==> src/rtl/pidaw_pkg.sv <==
// shared constants, datapath select codes and microcode rom of the pid controller
// no dependencies; used by the controller core and its checker
package pidaw_pkg;

   localparam int DATA_W  = 32;
   localparam int OPND_W  = 33;                 // multiplier operand, holds e - prev
   localparam int PROD_W  = 2 * OPND_W;
   localparam int SUM_W   = 52;                 // three shifted products plus growth
   localparam int COEF_W  = 17;
   localparam int LIMIT_W = 31;
   localparam int FRAC_W  = 16;
   localparam int STEP_W  = 4;
   localparam int CSR_IDX_W = 3;

   localparam logic [COEF_W-1:0] Q_ONE = 17'h10000;

   // configuration register indexes
   localparam logic [CSR_IDX_W-1:0] CSR_GAIN_PROP   = 3'd0;
   localparam logic [CSR_IDX_W-1:0] CSR_GAIN_INTEG  = 3'd1;
   localparam logic [CSR_IDX_W-1:0] CSR_GAIN_DERIV  = 3'd2;
   localparam logic [CSR_IDX_W-1:0] CSR_OUT_UPPER   = 3'd3;
   localparam logic [CSR_IDX_W-1:0] CSR_OUT_LOWER   = 3'd4;
   localparam logic [CSR_IDX_W-1:0] CSR_INTEG_LIMIT = 3'd5;
   localparam logic [CSR_IDX_W-1:0] CSR_FILTER_COEF = 3'd6;

   localparam logic [DATA_W-1:0]  RST_OUT_UPPER   = 32'h0064_0000;
   localparam logic [DATA_W-1:0]  RST_OUT_LOWER   = 32'hff9c_0000;
   localparam logic [LIMIT_W-1:0] RST_INTEG_LIMIT = 31'h7fff_ffff;
   localparam logic [COEF_W-1:0]  RST_FILTER_COEF = 17'h10000;

   // program steps
   localparam logic [STEP_W-1:0] ST_FILT_NEW  = 4'd0;
   localparam logic [STEP_W-1:0] ST_FILT_OLD  = 4'd1;
   localparam logic [STEP_W-1:0] ST_FILT_SUM  = 4'd2;
   localparam logic [STEP_W-1:0] ST_ERR       = 4'd3;
   localparam logic [STEP_W-1:0] ST_INTEG     = 4'd4;
   localparam logic [STEP_W-1:0] ST_MUL_KI    = 4'd5;
   localparam logic [STEP_W-1:0] ST_MUL_KD    = 4'd6;
   localparam logic [STEP_W-1:0] ST_SUM_LAST  = 4'd7;
   localparam logic [STEP_W-1:0] ST_FINISH    = 4'd8;
   localparam logic [STEP_W-1:0] ST_CLEAR     = 4'd9;

   typedef enum logic [2:0] {
      MA_ERR,
      MA_PREV,
      MA_KP,
      MA_KI,
      MA_KD
   } mul_a_sel_type;

   typedef enum logic [2:0] {
      MB_COEF,
      MB_COMP,
      MB_ERR,
      MB_INTEG,
      MB_DIFF
   } mul_b_sel_type;

   typedef enum logic [1:0] {
      ACC_HOLD,
      ACC_LOAD,
      ACC_ADD
   } acc_op_type;

   typedef struct packed {
      mul_a_sel_type     mul_a;
      mul_b_sel_type     mul_b;
      acc_op_type        acc_op;
      logic              acc_shift;    // add product >>> 16 instead of raw product
      logic              latch_err;    // capture filtered error and its difference
      logic              latch_integ;  // update the integral accumulator
      logic              finish;       // saturate, clamp, write state and result
      logic              clear;        // zero the state, result of zero
      logic              jump_clear;   // jump to target when the item is a clear
      logic [STEP_W-1:0] target;
   } ctrl_word_type;

   function automatic ctrl_word_type ctrl_word(
      input mul_a_sel_type     ma,
      input mul_b_sel_type     mb,
      input acc_op_type        aop,
      input logic              shift,
      input logic              le,
      input logic              li,
      input logic              fin,
      input logic              clr,
      input logic              jmp,
      input logic [STEP_W-1:0] tgt
   );
      ctrl_word_type cw;
      cw.mul_a       = ma;
      cw.mul_b       = mb;
      cw.acc_op      = aop;
      cw.acc_shift   = shift;
      cw.latch_err   = le;
      cw.latch_integ = li;
      cw.finish      = fin;
      cw.clear       = clr;
      cw.jump_clear  = jmp;
      cw.target      = tgt;
      return cw;
   endfunction

   // microcode rom
   function automatic ctrl_word_type ucode(input logic [STEP_W-1:0] step);
      ctrl_word_type cw;
      unique case (step)
         ST_FILT_NEW: cw = ctrl_word(MA_ERR,  MB_COEF,  ACC_HOLD, 1'b0,
                                     1'b0, 1'b0, 1'b0, 1'b0, 1'b1, ST_CLEAR);
         ST_FILT_OLD: cw = ctrl_word(MA_PREV, MB_COMP,  ACC_LOAD, 1'b0,
                                     1'b0, 1'b0, 1'b0, 1'b0, 1'b0, ST_FILT_NEW);
         ST_FILT_SUM: cw = ctrl_word(MA_PREV, MB_COMP,  ACC_ADD,  1'b0,
                                     1'b0, 1'b0, 1'b0, 1'b0, 1'b0, ST_FILT_NEW);
         ST_ERR:      cw = ctrl_word(MA_KP,   MB_ERR,   ACC_HOLD, 1'b0,
                                     1'b1, 1'b0, 1'b0, 1'b0, 1'b0, ST_FILT_NEW);
         ST_INTEG:    cw = ctrl_word(MA_KP,   MB_ERR,   ACC_HOLD, 1'b0,
                                     1'b0, 1'b1, 1'b0, 1'b0, 1'b0, ST_FILT_NEW);
         ST_MUL_KI:   cw = ctrl_word(MA_KI,   MB_INTEG, ACC_LOAD, 1'b1,
                                     1'b0, 1'b0, 1'b0, 1'b0, 1'b0, ST_FILT_NEW);
         ST_MUL_KD:   cw = ctrl_word(MA_KD,   MB_DIFF,  ACC_ADD,  1'b1,
                                     1'b0, 1'b0, 1'b0, 1'b0, 1'b0, ST_FILT_NEW);
         ST_SUM_LAST: cw = ctrl_word(MA_KD,   MB_DIFF,  ACC_ADD,  1'b1,
                                     1'b0, 1'b0, 1'b0, 1'b0, 1'b0, ST_FILT_NEW);
         ST_FINISH:   cw = ctrl_word(MA_KD,   MB_DIFF,  ACC_HOLD, 1'b0,
                                     1'b0, 1'b0, 1'b1, 1'b0, 1'b0, ST_FILT_NEW);
         default:     cw = ctrl_word(MA_ERR,  MB_COEF,  ACC_HOLD, 1'b0,
                                     1'b0, 1'b0, 1'b0, 1'b1, 1'b0, ST_FILT_NEW);
      endcase
      return cw;
   endfunction

endpackage

==> src/rtl/pid_antiwindup_controller_core.sv <==
// positional pid step with conditional-integration anti-windup, q16.16 fixed point
// a control item runs the steps from filt_new to finish, a clear item jumps from filt_new to clear
// one item is in flight at a time, and a stalled result holds it, since the shared 33x33 multiplier
// is walked by the microcode program through the filter, gain and sum steps one by one
// synchronous active-high reset: gains to zero, limits and filter weight to their
// defaults, filter, integral and last raw output state to zero, no result pending
module pid_antiwindup_controller_core
   import pidaw_pkg::*;
(
   input  logic                        clock,
   input  logic                        reset,
   // input item channel
   input  logic                        req_valid,
   output logic                        req_ready,
   input  logic                        req_op,
   input  logic signed [DATA_W-1:0]    req_error_in,
   // result item channel
   output logic                        rsp_valid,
   input  logic                        rsp_ready,
   output logic signed [DATA_W-1:0]    rsp_drive_out,
   output logic                        rsp_limited,
   // configuration write port
   input  logic                        csr_we,
   input  logic [CSR_IDX_W-1:0]        csr_index,
   input  logic [DATA_W-1:0]           csr_wdata
);

   // configuration registers
   logic signed [DATA_W-1:0] kp_ff, ki_ff, kd_ff, upper_ff, lower_ff;
   logic [LIMIT_W-1:0]       limit_ff;
   logic [COEF_W-1:0]        coef_ff;

   // sequencer
   logic                     busy_ff;
   logic [STEP_W-1:0]        step_ff;
   ctrl_word_type            cw;

   // item and controller state
   logic                     op_ff;
   logic signed [DATA_W-1:0] err_ff;
   logic signed [DATA_W-1:0] prev_ff;       // previous filtered error
   logic signed [DATA_W-1:0] integ_ff;      // integral accumulator
   logic signed [DATA_W-1:0] last_raw_ff;   // last unclamped output

   // datapath registers
   logic signed [DATA_W-1:0] e_ff, e_in;
   logic signed [OPND_W-1:0] d_ff, d_in;
   logic signed [PROD_W-1:0] prod_ff, prod_in;
   logic signed [SUM_W-1:0]  sum_ff, sum_in, addend;

   logic signed [DATA_W-1:0]  rsp_drive_ff;
   logic                      rsp_limited_ff, rsp_valid_ff;

   logic                      req_fire, out_free, advance_done;
   logic [COEF_W-1:0]         coef_eff, coef_comp;
   logic signed [OPND_W-1:0]  mul_a, mul_b;

   logic                      outside, integrate;
   logic signed [OPND_W-1:0]  isum, ilim;
   logic signed [DATA_W-1:0]  integ_in;

   logic                      ovf;
   logic signed [DATA_W-1:0]  raw_in, clip_hi, drive_in;

   assign req_ready     = !busy_ff;
   assign req_fire      = req_valid && req_ready;
   assign rsp_valid     = rsp_valid_ff;
   assign rsp_drive_out = rsp_drive_ff;
   assign rsp_limited   = rsp_limited_ff;

   // result register frees up this cycle if empty or being taken
   assign out_free     = !rsp_valid_ff || rsp_ready;
   assign cw           = ucode(step_ff);
   assign advance_done = busy_ff && (cw.finish || cw.clear) && out_free;

   // filter weight above one acts as one
   assign coef_eff  = coef_ff[COEF_W-1] ? Q_ONE : coef_ff;
   assign coef_comp = Q_ONE - coef_eff;

   // shared multiplier operand selection
   always_comb begin
      case (cw.mul_a)
         MA_ERR:  mul_a = OPND_W'(err_ff);
         MA_PREV: mul_a = OPND_W'(prev_ff);
         MA_KP:   mul_a = OPND_W'(kp_ff);
         MA_KI:   mul_a = OPND_W'(ki_ff);
         MA_KD:   mul_a = OPND_W'(kd_ff);
         default: mul_a = '0;
      endcase
      case (cw.mul_b)
         MB_COEF:  mul_b = $signed({{(OPND_W-COEF_W){1'b0}}, coef_eff});
         MB_COMP:  mul_b = $signed({{(OPND_W-COEF_W){1'b0}}, coef_comp});
         MB_ERR:   mul_b = OPND_W'(e_ff);
         MB_INTEG: mul_b = OPND_W'(integ_ff);
         MB_DIFF:  mul_b = d_ff;
         default:  mul_b = '0;
      endcase
   end

   assign prod_in = mul_a * mul_b;

   // accumulator: filter products go in whole, gain products floor-shifted by 16
   assign addend = cw.acc_shift ? SUM_W'($signed(prod_ff[PROD_W-1:FRAC_W]))
                                : $signed(prod_ff[SUM_W-1:0]);
   always_comb begin
      case (cw.acc_op)
         ACC_LOAD: sum_in = addend;
         ACC_ADD:  sum_in = sum_ff + addend;
         default:  sum_in = sum_ff;
      endcase
   end

   // filtered error is a convex mix of two 32-bit values, so bits 47:16 hold it
   assign e_in = $signed(sum_ff[DATA_W+FRAC_W-1:FRAC_W]);
   assign d_in = OPND_W'(e_in) - OPND_W'(prev_ff);

   // conditional integration: when the last raw output sat outside the limits,
   // only integrate an error of strictly opposite sign
   assign outside   = (last_raw_ff > upper_ff) || (last_raw_ff < lower_ff);
   assign integrate = !outside
                      || (last_raw_ff > 0 && e_ff < 0)
                      || (last_raw_ff < 0 && e_ff > 0);
   assign isum      = OPND_W'(integ_ff) + (integrate ? OPND_W'(e_ff) : OPND_W'(0));
   assign ilim      = $signed({{(OPND_W-LIMIT_W){1'b0}}, limit_ff});
   always_comb begin
      if (isum > ilim) begin
         integ_in = DATA_W'(ilim);
      end else if (isum < -ilim) begin
         integ_in = DATA_W'(-ilim);
      end else begin
         integ_in = DATA_W'(isum);
      end
   end

   // saturate the gain sum to 32 bits, then clamp upper first and lower last
   assign ovf    = !(&sum_ff[SUM_W-1:DATA_W-1]) && (|sum_ff[SUM_W-1:DATA_W-1]);
   assign raw_in = ovf ? (sum_ff[SUM_W-1] ? $signed({1'b1, {(DATA_W-1){1'b0}}})
                                          : $signed({1'b0, {(DATA_W-1){1'b1}}}))
                       : $signed(sum_ff[DATA_W-1:0]);
   assign clip_hi  = (raw_in > upper_ff) ? upper_ff : raw_in;
   assign drive_in = (clip_hi < lower_ff) ? lower_ff : clip_hi;

   always_ff @(posedge clock) begin
      if (reset) begin
         kp_ff          <= '0;
         ki_ff          <= '0;
         kd_ff          <= '0;
         upper_ff       <= RST_OUT_UPPER;
         lower_ff       <= RST_OUT_LOWER;
         limit_ff       <= RST_INTEG_LIMIT;
         coef_ff        <= RST_FILTER_COEF;
         busy_ff        <= 1'b0;
         step_ff        <= ST_FILT_NEW;
         prev_ff        <= '0;
         integ_ff       <= '0;
         last_raw_ff    <= '0;
         rsp_valid_ff   <= 1'b0;
      end else begin
         // configuration writes, unknown index ignored
         if (csr_we) begin
            unique case (csr_index)
               CSR_GAIN_PROP:   kp_ff    <= csr_wdata;
               CSR_GAIN_INTEG:  ki_ff    <= csr_wdata;
               CSR_GAIN_DERIV:  kd_ff    <= csr_wdata;
               CSR_OUT_UPPER:   upper_ff <= csr_wdata;
               CSR_OUT_LOWER:   lower_ff <= csr_wdata;
               CSR_INTEG_LIMIT: limit_ff <= csr_wdata[LIMIT_W-1:0];
               CSR_FILTER_COEF: coef_ff  <= csr_wdata[COEF_W-1:0];
               default: ;
            endcase
         end

         // step counter with the clear jump
         if (!busy_ff) begin
            if (req_fire) begin
               busy_ff <= 1'b1;
               step_ff <= ST_FILT_NEW;
            end
         end else if (cw.jump_clear && op_ff) begin
            step_ff <= cw.target;
         end else if (cw.finish || cw.clear) begin
            if (out_free) begin
               busy_ff <= 1'b0;
            end
         end else begin
            step_ff <= step_ff + 1'b1;
         end

         // state updates: the integral at the integ step, the rest (or all, for a clear) at the end of an item
         if (advance_done && cw.clear) begin
            prev_ff     <= '0;
            integ_ff    <= '0;
            last_raw_ff <= '0;
         end else if (advance_done) begin
            prev_ff     <= e_ff;
            last_raw_ff <= raw_in;
         end else if (busy_ff && cw.latch_integ) begin
            integ_ff    <= integ_in;
         end

         // result register
         if (advance_done) begin
            rsp_valid_ff <= 1'b1;
         end else if (rsp_ready) begin
            rsp_valid_ff <= 1'b0;
         end
      end
   end

   // payload and datapath registers
   always_ff @(posedge clock) begin
      if (req_fire) begin
         op_ff  <= req_op;
         err_ff <= req_error_in;
      end
      if (busy_ff) begin
         prod_ff <= prod_in;
         sum_ff  <= sum_in;
      end
      if (busy_ff && cw.latch_err) begin
         e_ff <= e_in;
         d_ff <= d_in;
      end
      if (advance_done) begin
         rsp_drive_ff   <= cw.clear ? '0 : drive_in;
         rsp_limited_ff <= cw.clear ? 1'b0 : (drive_in != raw_in);
      end
   end

endmodule

==> config.mk <==
export PLATFORM = sky130hd
export DESIGN_NAME = pid_antiwindup_controller_core
export DESIGN_NICKNAME = d
export VERILOG_FILES = /design/src/rtl/pidaw_pkg.sv /design/src/rtl/pid_antiwindup_controller_core.sv
export SDC_FILE = /design/constraint.sdc
export NUM_CORES = 2
export LEC_CHECK = 0
export BUFFER_PORTS_ARGS = -buffer_cell sky130_fd_sc_hd__buf_4
export CAP_MARGIN = 15
export CELL_PAD_IN_SITES_DETAIL_PLACEMENT = 1
export CELL_PAD_IN_SITES_GLOBAL_PLACEMENT = 1
export CORE_UTILIZATION = 51
export CTS_BUF_LIST = sky130_fd_sc_hd__clkbuf_16
export DETAILED_ROUTE_END_ITERATION = 6
export GPL_ROUTABILITY_DRIVEN = 0
export PLACE_DENSITY_LB_ADDON = 0.1
export SETUP_SLACK_MARGIN = 0.4
export SLEW_MARGIN = 0
export SYNTH_ARGS = -nofsm -noshare
export SYNTH_HDL_FRONTEND = slang
export SYNTH_SLANG_ARGS = --single-unit
==> constraint.sdc <==
create_clock -name clock -period 14 [get_ports clock]
set_input_delay 0.7 -clock clock [delete_from_list [all_inputs] [get_ports clock]]
set_output_delay 0.7 -clock clock [all_outputs]
set_load 0.02 [all_outputs]
==> run metrics <==
Syn Area/Cell=8.84 um^2; CP peak stage delay=roughly 0.74 ns; Critical Path End=rsp_limited; max cap viols=0; worst-path maximum fanout=39; die height=379 um; WS Path Type=flip-flop to flip-flop; Slew Viols, Final=0; global-route wire length before repair=between 400,000 and 500,000 um; syn_nets=9,913; Most used DFF post-synth=dfxtp_1; Routed Antenna Nets=0; area grow syn2layout=7.48%; largest net degree at the start of global routing=between 90 and 100; VDD IR-drop max=0.000102 V; Worst EP arrival=11.87 ns; number of global-route vias before repair=66,500; Most Used Layer, Global Route=met2; CP Launch Point=sum_ff[44]; unique cell type count in the Yosys netlist=about 90; layout cells sized above 1=0.0655; Synth top area share=0.311; grt total ovfl=0; commonest non-fill, non-tap cell in the layout=inv_1; Initial DRC Count=5,639; Total Wirelength=283,000 um; hold_buf cts=0; met1 GRT Util=0.485; Synth area leader=fa_1; RSZ-0062 raised after global routing=no; DRC errors left=0; RR Startpoint=sum_ff[44]; Clock Skew=0.0364 ns; status=finished clean; Worst EP required=14.35 ns; largest cells by area after synthesis=fa_1 (31%), edfxtp_1 (10%), ha_1 (9.1%); pwr/cell area=103 mW/mm^2; HP Class=input port to flip-flop; Reg2Reg Setup Slack=2.49 ns; port bufs=107; Netlist Area Pre-Place=0.0724 mm^2; Crit-path slowest cell=mux2i_4; Post-Place Cells=9,910; Initial DRT Pass Iterations=6; sequential area share after synthesis=0.192; Reg2Reg Depth=31; design area=0.0778 mm^2; maximum clock path buffer count=3; crit end category=flip-flop; most frequent cells in the layout=inv_1 (1,370), nand2_1 (1,260), fa_1 (1,125); Slew Limit Headroom=0.158; CTS Buf Count=69; Placed Area=around 0.076 mm^2; met3 Resource Use GR=0.0755; initial core utilization=0.516; Setup TNS=0 ns; DR vias=61,000; Die ar.=0.143 mm^2; Std-Cell Rows=137; net total in the final layout=9,834; yosys warns=0; final hold viol count=0; min Tclk post-route=between 10 and 15 ns; I/O Pins=108; CP Launch Type=flip-flop; FFs w/ async S/R, synth=0; most used cell, CP=buf_4; CTS tree=built; initial antenna violation count=9; Clk Latency, worst-skew pair=0.69 ns; clock root buffer=clkbuf_16; DP Wirelength=about 220,000 um; Core ar.=0.140 mm^2; CTS H-tree lvls=3; post-CTS setup buffer count=0; met2 Use GR=0.648; final period utilization=0.822; Least-Margin Pin Slew=1.26 ns; post_cts resized=0; endpoints failing setup=0; routed len/inst=roughly 28 um; Yosys reg bits=570; CTS sink count=570; Fmax=about 87 MHz; Clock transition at path regs=0.06 ns; Syn Inst Count=between 8,000 and 9,000; number of synthesized flops with an enable pin=about 250; Die X=between 300 and 400 um; via density per instance=6.08; Finished Layout Cells=10,000; r2r endpoint=rsp_limited; leak pwr=between 30 and 40 nW; Final Util=0.555; gr usage total=0.402
[per-layer routing]
| metal | vias to the layer above | wire length (um) |
|---|---|---|
| met5 | - | 69 |
| met3 | 883 | 22600 |
| met4 | 10 | 24900 |
| met1 | 31500 | 106000 |
| met2 | 2653 | 129000 |
| li1 | 26000 | - |
[metrics by stage]
stage | setup WS [ns] | total power [W] | hold slack [ns]
final | 2.49 | 0.00803 | 0.197
after global routing | 2.03 | 0.00846 | 0.180
after CTS | 2.59 | 0.00798 | 0.159
after detailed placement | 2.63 | 0.00614 | 0.449
after global placement | 2.79 | 0.00601 | 0.441
after floorplan | 4.03 | 0.00468 | 0.433
[worst max-delay path, delay by kind of cell, from the launching register on]
kind,cells,cell delay (ns)
buffers and inverters,5,1.84
AND/OR/NAND/NOR,14,3.97
adder cells (fa/ha/maj),2,0.63
AO/OA/AOI/OAI,7,2.36
multiplexers,2,1.38
flip-flops,1,0.72
XOR/XNOR,1,0.20
[how the worst min path moves through the flow]
stage                startpoint    endpoint  slack, ns  cells past startpoint
3_3_place_gp          ki_ff[14]   ki_ff[14]       0.44                      2
2_1_floorplan         ki_ff[10]   ki_ff[10]       0.43                      2
5_1_grt        req_error_in[13]  err_ff[13]       0.18                      1
6_report       req_error_in[13]  err_ff[13]       0.20                      1
3_5_place_dp          ki_ff[19]   ki_ff[19]       0.45                      2
4_1_cts        req_error_in[13]  err_ff[13]       0.16                      1
[registers in the layout (all words and copies together) (netlist names), 31 cells and up]
signal,flops
prod_ff,66
sum_ff,52
d_ff,33
e_ff,32
err_ff,32
integ_ff,32
kd_ff,32
ki_ff,32
kp_ff,32
last_raw_ff,32
lower_ff,32
prev_ff,32
rsp_drive_out,32
upper_ff,32
limit_ff,31
[cell usage after synthesis (66+ instances only)]
master	n
inv_1	1356
nand2_1	1261
fa_1	1125
nor2_1	703
ha_1	529
a21oi_1	520
clkbuf_1	357
dfxtp_1	321
edfxtp_1	249
o21ai_0	191
xnor2_1	185
a21o_1	150
mux2i_1	115
nor2b_1	84
nand3_1	75
mux2_2	69
nand2b_1	66
[report_power, final]
| group | total (W) | switching, W | internal (W) |
|---|---|---|---|
| Sequential | 0.00209 | 0.000137 | 0.00195 |
| Combinational | 0.00413 | 0.00265 | 0.00147 |
| Clock | 0.00181 | 0.000815 | 0.000996 |
| Total | 0.00803 | 0.00361 | 0.00442 |
[logic make-up after synthesis]
| group | Yosys count | share of synthesized area |
|---|---|---|
| adder cells (fa/ha/maj) | 1654 | 0.403 |
| flip-flops | 570 | 0.192 |
| buffers and inverters | 1748 | 0.0910 |
| multiplexers | 188 | 0.0279 |
| AO/OA/AOI/OAI | 1287 | 0.110 |
| XOR/XNOR | 236 | 0.0286 |
| AND/OR/NAND/NOR | 2503 | 0.148 |
[area by class of cell]
cell class	count	area (um^2)
Multi-Input combinational cell	5868	52400
Tap cell	1876	2350
Clock buffer	72	1800
Clock inverter	56	404
Timing Repair Buffer	239	1820
Antenna cell	3	7.51
Inverter	1359	5100
Fill cell	16400	62400
Sequential cell	570	13900
(Power assumes the default switching activity.)
